## src/rwmc_pkg.sv

```systemverilog
package rwmc_pkg;

  // Item kinds
  localparam logic [1:0] KIND_START = 2'd0;
  localparam logic [1:0] KIND_STEP  = 2'd1;
  localparam logic [1:0] KIND_READ  = 2'd2;

  // Move directions
  localparam logic [1:0] DIR_LEFT  = 2'd0;
  localparam logic [1:0] DIR_RIGHT = 2'd1;
  localparam logic [1:0] DIR_UP    = 2'd2;
  localparam logic [1:0] DIR_DOWN  = 2'd3;

  // Wall-open bits of a cell
  localparam logic [3:0] WALL_LEFT   = 4'b0001;
  localparam logic [3:0] WALL_RIGHT  = 4'b0010;
  localparam logic [3:0] WALL_TOP    = 4'b0100;
  localparam logic [3:0] WALL_BOTTOM = 4'b1000;

  // Configuration register indexes
  localparam logic REG_GRID_WIDTH  = 1'b0;
  localparam logic REG_GRID_HEIGHT = 1'b1;

  localparam logic [6:0] SIDE_RESET = 7'd16;

  typedef struct packed {
    logic [1:0] kind;
    logic [7:0] random_value;
    logic [5:0] cell_col;
    logic [5:0] cell_row;
  } item_t;

  typedef struct packed {
    logic [5:0]  walker_col;
    logic [5:0]  walker_row;
    logic        carved;
    logic [1:0]  move_dir;
    logic [3:0]  cell_walls;
    logic        cell_seen;
    logic        done_res;
    logic [12:0] remaining;
  } result_t;

  typedef struct packed {
    logic       seen;
    logic [3:0] walls;
  } cell_t;

  // Byte modulo three: base-4 digits sum, then fold
  function automatic logic [1:0] mod3(input logic [7:0] v);
    logic [3:0] s;
    logic [2:0] f;
    s = 4'(v[1:0]) + 4'(v[3:2]) + 4'(v[5:4]) + 4'(v[7:6]);
    f = 3'(s[1:0]) + 3'(s[3:2]);
    if (f >= 3'd3) f = f - 3'd3;
    if (f >= 3'd3) f = f - 3'd3;
    return f[1:0];
  endfunction

  // Wall bit on the side of the walker's cell
  function automatic logic [3:0] wall_here(input logic [1:0] d);
    logic [3:0] b;
    case (d)
      DIR_LEFT:  b = WALL_LEFT;
      DIR_RIGHT: b = WALL_RIGHT;
      DIR_UP:    b = WALL_TOP;
      default:   b = WALL_BOTTOM;
    endcase
    return b;
  endfunction

  // Wall bit on the side of the entered cell
  function automatic logic [3:0] wall_there(input logic [1:0] d);
    logic [3:0] b;
    case (d)
      DIR_LEFT:  b = WALL_RIGHT;
      DIR_RIGHT: b = WALL_LEFT;
      DIR_UP:    b = WALL_BOTTOM;
      default:   b = WALL_TOP;
    endcase
    return b;
  endfunction

endpackage

```

## src/rwmc_move_pick.sv

```systemverilog
module rwmc_move_pick import rwmc_pkg::*; #(
  parameter int WK_W = 6
) (
  input  logic [WK_W-1:0] wx,
  input  logic [WK_W-1:0] wy,
  input  logic [6:0]      w,
  input  logic [6:0]      h,
  input  logic [7:0]      rnd,
  output logic [1:0]      dir,
  output logic [WK_W-1:0] nx,
  output logic [WK_W-1:0] ny
);

  logic [3:0] avail;
  logic [2:0] n;
  logic [1:0] k;
  logic [2:0] cnt;

  // Flag in-grid neighbors in the order left, right, up, down
  always_comb begin
    avail[0] = (wx != '0);
    avail[1] = ((9'(wx) + 9'd1) < 9'(w));
    avail[2] = (wy != '0);
    avail[3] = ((9'(wy) + 9'd1) < 9'(h));
    n = 3'(avail[0]) + 3'(avail[1]) + 3'(avail[2]) + 3'(avail[3]);
  end

  // Reduce the random byte modulo the neighbor count
  always_comb begin
    case (n)
      3'd2:    k = {1'b0, rnd[0]};
      3'd3:    k = mod3(rnd);
      3'd4:    k = rnd[1:0];
      default: k = 2'd0;
    endcase
  end

  // Take the k-th available neighbor
  always_comb begin
    dir = DIR_LEFT;
    cnt = 3'd0;
    for (int d = 0; d < 4; d++) begin
      if (avail[d]) begin
        if (cnt == {1'b0, k}) dir = 2'(d);
        cnt = cnt + 3'd1;
      end
    end
  end

  // Form the target cell
  always_comb begin
    nx = wx;
    ny = wy;
    case (dir)
      DIR_LEFT:  nx = wx - WK_W'(1);
      DIR_RIGHT: nx = wx + WK_W'(1);
      DIR_UP:    ny = wy - WK_W'(1);
      default:   ny = wy + WK_W'(1);
    endcase
  end

endmodule

```

## config.mk

```make
export PLATFORM = sky130hd
export DESIGN_NAME = rwmc_move_pick
export DESIGN_NICKNAME = d
export VERILOG_FILES = /design/src/rwmc_pkg.sv /design/src/rwmc_move_pick.sv
export SDC_FILE = /design/constraint.sdc
export NUM_CORES = 1
export LEC_CHECK = 0
export ABC_AREA = 0
export BUFFER_PORTS_ARGS = -buffer_cell sky130_fd_sc_hd__clkbuf_2
export CORE_MARGIN = 10
export CORE_UTILIZATION = 60
export DETAILED_ROUTE_END_ITERATION = 7
export PLACE_DENSITY = 0.95
export SETUP_SLACK_MARGIN = 0.15
export SYNTH_ARGS = -nofsm -noshare
export SYNTH_HDL_FRONTEND = slang
export SYNTH_SLANG_ARGS = --single-unit
```

## constraint.sdc

```tcl
create_clock -name vclk -period 17.5
set_clock_uncertainty 0.2 [all_clocks]
set_input_delay 1.75 -clock vclk [all_inputs]
set_output_delay 1.75 -clock vclk [all_outputs]
set_load 0.02 [all_outputs]
```

# After elaboration in Yosys (flattened, before gate mapping)
# Cells that the tools add are included.
# W data, S select, Z words.
# op_classes
n_addsub	17
n_lt_le_gt_ge	4
eq_ne	8
n_mux	15
n_reduce_logical	4
# ops
cell	n
$pmux W6 S2	2
$add A6 B1 Y7 const B	2
$lt A7 B7 Y1	2
$add A6 B1 Y6 const B	2
$mux W3	4
$reduce_bool A6 Y1	2
$sub A6 B1 Y6 const B	2
$mux W2	5
$eq A3 B2 Y1	3
$add A2 B2 Y3	2
$add A3 B1 Y3 const B	2
$eq A3 B2 Y1 const B	2
$ge A3 B2 Y1 const B	2
$pmux W2 S3	1
$add A3 B2 Y4	1
$add A4 B2 Y4	1
$add A2 B1 Y3	1
$add A3 B1 Y3	1
$eq A3 B3 Y1 const B	1
$mux W1	3
$sub A3 B2 Y3 const B	1
$add A1 B1 Y2	1
$eq A2 B1 Y1 const B	1
$eq A2 B2 Y1 const B	1
3 further kinds	3
# word_totals
regBits	0
inputBits	34
output_inout_bits	14

# Longest topological paths before layout
# depth
word_depth	20
ltp_mapped	28
mapped_depth_nobuf	28

# Worst setup path before layout
# No wires, ideal clock.
# synth_path
kind	input to output
startpoint	input port rnd[1]
endpoint	output port nx[5]
t_arrival_ns	8.188
required_ns	15.550
slack_ns	7.362
path_stages	27
n_path_buf	0
cell_sequence	inv_1 -> fa_1 -> fa_1 -> inv_1 -> ha_1 -> inv_1 -> fa_1 -> inv_1 -> ha_1 -> inv_1 -> fa_1 -> inv_1 -> ha_1 -> ha_1 -> or4_4 -> a21o_1 -> a211o_1 -> or3_2 -> or3_1 -> ha_1 -> a21o_1 -> a21oi_1 -> nor2_1 -> a211oi_1 -> o31ai_1 -> a211oi_2 -> xor2_1
# synth_between
elab_chain_len	19
# synth_rtl
item	line	rtl
from (decl)	rwmc_move_pick.sv:8	input logic [7:0] rnd,
$add A2 B2 Y3	rwmc_pkg.sv:53	s = 4'(v[1:0]) + 4'(v[3:2]) + 4'(v[5:4]) + 4'(v[7:6]);
$add A3 B2 Y4	rwmc_pkg.sv:53	
$add A4 B2 Y4	rwmc_pkg.sv:53	
$add A2 B2 Y3	rwmc_pkg.sv:54	f = 3'(s[1:0]) + 3'(s[3:2]);
$sub A3 B2 Y3 or $ge A3 B2 Y1 (tied branches)	rwmc_pkg.sv:55	if (f >= 3'd3) f = f - 3'd3;
$mux W3	rwmc_pkg.sv:55	
$mux W3	rwmc_move_pick.sv:30	case (n)
$ge A3 B2 Y1 or $sub A2 B2 Y2 (tied branches)	rwmc_pkg.sv:56	if (f >= 3'd3) f = f - 3'd3;
[3 not listed]	--	
$mux W1	rwmc_move_pick.sv:44	if (cnt == {1'b0, k}) dir = 2'(d);
$mux W1	rwmc_move_pick.sv:43	if (avail[d]) begin
$mux W2	rwmc_move_pick.sv:44	
$mux W2	rwmc_move_pick.sv:43	
$mux W2	rwmc_move_pick.sv:44	
$mux W2 (*)	rwmc_move_pick.sv:43	
$eq A2 B1 Y1 or $logic_not A2 Y1 (tied branches)	rwmc_move_pick.sv:54	case (dir)
$pmux W6 S2 (*)	rwmc_move_pick.sv:54	
to (decl)	rwmc_move_pick.sv:10	output logic [WK_W-1:0] nx,
# Mark *: on every way between the ends. The rest lies on a longest branch, timed or not. The select of a mux whose other input is x is not followed.

# Worst setup path in the final report
# Ends and elaborated chain as after synthesis.

==> flow_metrics.py <==
metrics = {
    "cells_and_area": {
        "fillerInstances": 184,
        "seq_area_sq_um": 0,
        "final_core_util_pct": 74.5,
        "area_growth_pct": 16.3,
        "clkbuf_count": 0,
        "nets": 320,
        "flops_and_latches": 0,
        "antenna-diode-count": 0,
        "drive_gt1_share_pct": 26.3,
    },
    "yosys": {
        "syn_nets": 272,
        "synth_top_cell_by_area": "ha_1",
        "syn-instance-count": 197,
        "post-synth-top-count-cell": "inv_1",
        "netlist_area_sq_mm": 0.00162,
        "ys_top_cells_by_area": "ha_1 (26%), fa_1 (9.9%), inv_1 (8.8%)",
        "yosys.cell_types.count": 45,
        "yosys_warnings": 0,
        "synth-seq-area-share_pct": 0,
        "synth_top_area_share_pct": 25.5,
        "synthesis.area_per_instance_sq_um": 8.21,
        "synthTopCellsByCount": "inv_1 (38), ha_1 (33), xnor2_1 (15), a21oi_1 (14)",
    },
    "timing": {
        "slew_viol_final": 0,
        "holdWs_ns": 3.67,
        "period_share_pct": 60.5,
        "tns_ns": 0,
        "slew_headroom_pct": 50.2,
        "max_freq_ghz": 0.0945,
        "period_needed_ns": 10.59,
        "rsz0062_at_grt": "no",
        "setup_violations": 0,
        "hold_violations": 0,
        "worst_pin_slew_ns": 0.746,
    },
    "route": {
        "drt_iter0_drc": 63,
        "route.detailed.drc": 0,
        "viasPerCell": 5.49,
        "routedWlPerCell_um": 13.3,
        "routed_wl_um": 3640,
        "drtPass1Iterations": 4,
        "ant_nets": 0,
        "via_count": 1499,
    },
    "floorplanning": {
        "dieHeight_um": 71.9,
        "die_w_um": 71.9,
        "rows": 18,
        "coreArea_sq_mm": 0.00252,
        "start_util_pct": 64.1,
        "io_pins": 48,
        "die_area_sq_mm": 0.00517,
    },
    "hold_path": {
        "holdPathStages": 3,
        "hold_path_startpoint": "wx[5]",
        "hold_path_end": "nx[5]",
        "min_path_type": "input pin to output pin",
    },
    "pwr": {
        "internal_power_uw": 81.0,
        "ir_drop_mv": 0.0829,
        "switchingPower_uw": 103,
        "pwr-share-seq_pct": 0,
        "p_comb_share_pct": 100.0,
        "clkPwrFrac_pct": 0,
        "switching_share_pct": 55.9,
        "p_per_area_mw_per_mm2": 97.8,
        "p_leak_nw": 1.04,
    },
    "setup_path": {
        "cp-start-kind": "input pin",
        "worstPathRequired_ns": 15.55,
        "crit_top_cell": "inv_1",
        "worstPathArrival_ns": 8.64,
        "crit_path_max_fanout": 5,
        "critPathKind": "input pin to output pin",
        "crit_path_max_incr_delay_ns": 0.53,
        "crit_slowest_cell": "fa_1",
        "cp-end-kind": "output pin",
    },
    "clocking": {
        "cts_resized": 0,
        "cts_hold_buf": 0,
        "cts_setup_buffers": 0,
    },
    "grt": {
        "antenna_found_initial": 0,
        "use_met2_pct": 24.9,
        "grt_usage_pct": 13.0,
        "grt_pass1_vias": 1468,
        "grt_max_degree": 12,
        "met3_usage_pct": 2.72,
        "top_usage_layer": "met2",
        "grt_pass1_wl_um": 6150,
        "gr-total-overflow": 0,
        "grtUsageMet1_pct": 15.0,
    },
    "place": {
        "routabilityCongestion": 0.846,
        "place_hpwl_um": 3190,
        "io_buffers": 48,
    },
    "run": {
        "max_cap_viol_count": 0,
    },
    "status": {
        "outcome": "complete, no violations",
    },
}
## final cells by class
| class | instances | area [sq um] | share of cell area [%] |
|---|---|---|---|
| well taps | 30 | 37.5 | 2.00 |
| inverters | 38 | 143 | 7.59 |
| multi-input cells | 157 | 1460 | 77.6 |
| repair buffers | 48 | 240 | 12.8 |
## worst max-delay path by stage
| stage | from | to | slack (ns) | cells after the start |
|---|---|---|---|---|
| after floorplan | rnd[1] | nx[5] | 7.36 | 27 |
| after global placement | rnd[1] | nx[5] | 7.12 | 29 |
| after detailed placement | rnd[1] | nx[5] | 6.95 | 29 |
| after CTS | rnd[1] | nx[5] | 6.91 | 29 |
| after global routing | rnd[1] | nx[5] | 6.57 | 29 |
| final | rnd[1] | nx[5] | 6.91 | 29 |
## critical path, delay by kind of cell
kind / cells / cell delay [ns]
adders and majority gates: 9 / 3.06
AOI/OAI and AO/OA: 7 / 1.54
and+or+nand+nor: 4 / 1.50
buffers and inverters: 8 / 0.61
xor gates and xnor gates: 1 / 0.17
## placed cells by master, fill, tap and decap left out, types with 3 or more instances in the layout
cell / instances
inv_1: 38
fa_1: 8
xnor2_1: 15
ha_1: 33
xor2_1: 6
a21o_1: 7
nand2_1: 4
and3_1: 4
a21oi_1: 14
nand3_1: 8
o21ai_0: 4
nor2_1: 7
clkbuf_2: 48
a211oi_1: 4
mux2i_1: 3
mux2_4: 6
## per-stage QoR
step	area [sq um]	power (mW)	setup slack [ns]	std cells
after global routing	1880	0.202	6.57	273
final	1880	0.184	6.91	273
after detailed placement	1880	0.183	6.95	273
after floorplan	1620	0.143	7.36	197
after global placement	1880	0.178	7.12	273
after CTS	1880	0.185	6.91	273
## logic make-up after synthesis
kind of cell	Yosys count	share of synthesized area [%]
AOI/OAI and AO/OA	41	18.9
buffers and inverters	40	9.75
xor gates and xnor gates	21	11.4
muxes	10	8.13
and+or+nand+nor	44	16.4
adders and majority gates	41	35.4
## layer usage
| metal | up-vias | part of all wire [%] |
|---|---|---|
| met5 | - | 0 |
| met4 | 0 | 0 |
| met3 | 0 | 6.0 |
| met2 | 30 | 51 |
| met1 | 690 | 43 |
| li1 | 779 | - |
## power groups by stage
stage / sequential (mW) / clock, mW / combinational, mW
final: 0 / 0 / 0.184
after CTS: 0 / 0 / 0.185
after detailed placement: 0 / 0 / 0.183
after global placement: 0 / 0 / 0.178
after floorplan: 0 / 0 / 0.143
after global routing: 0 / 0 / 0.202
Power figures use the tool's default switching activity.
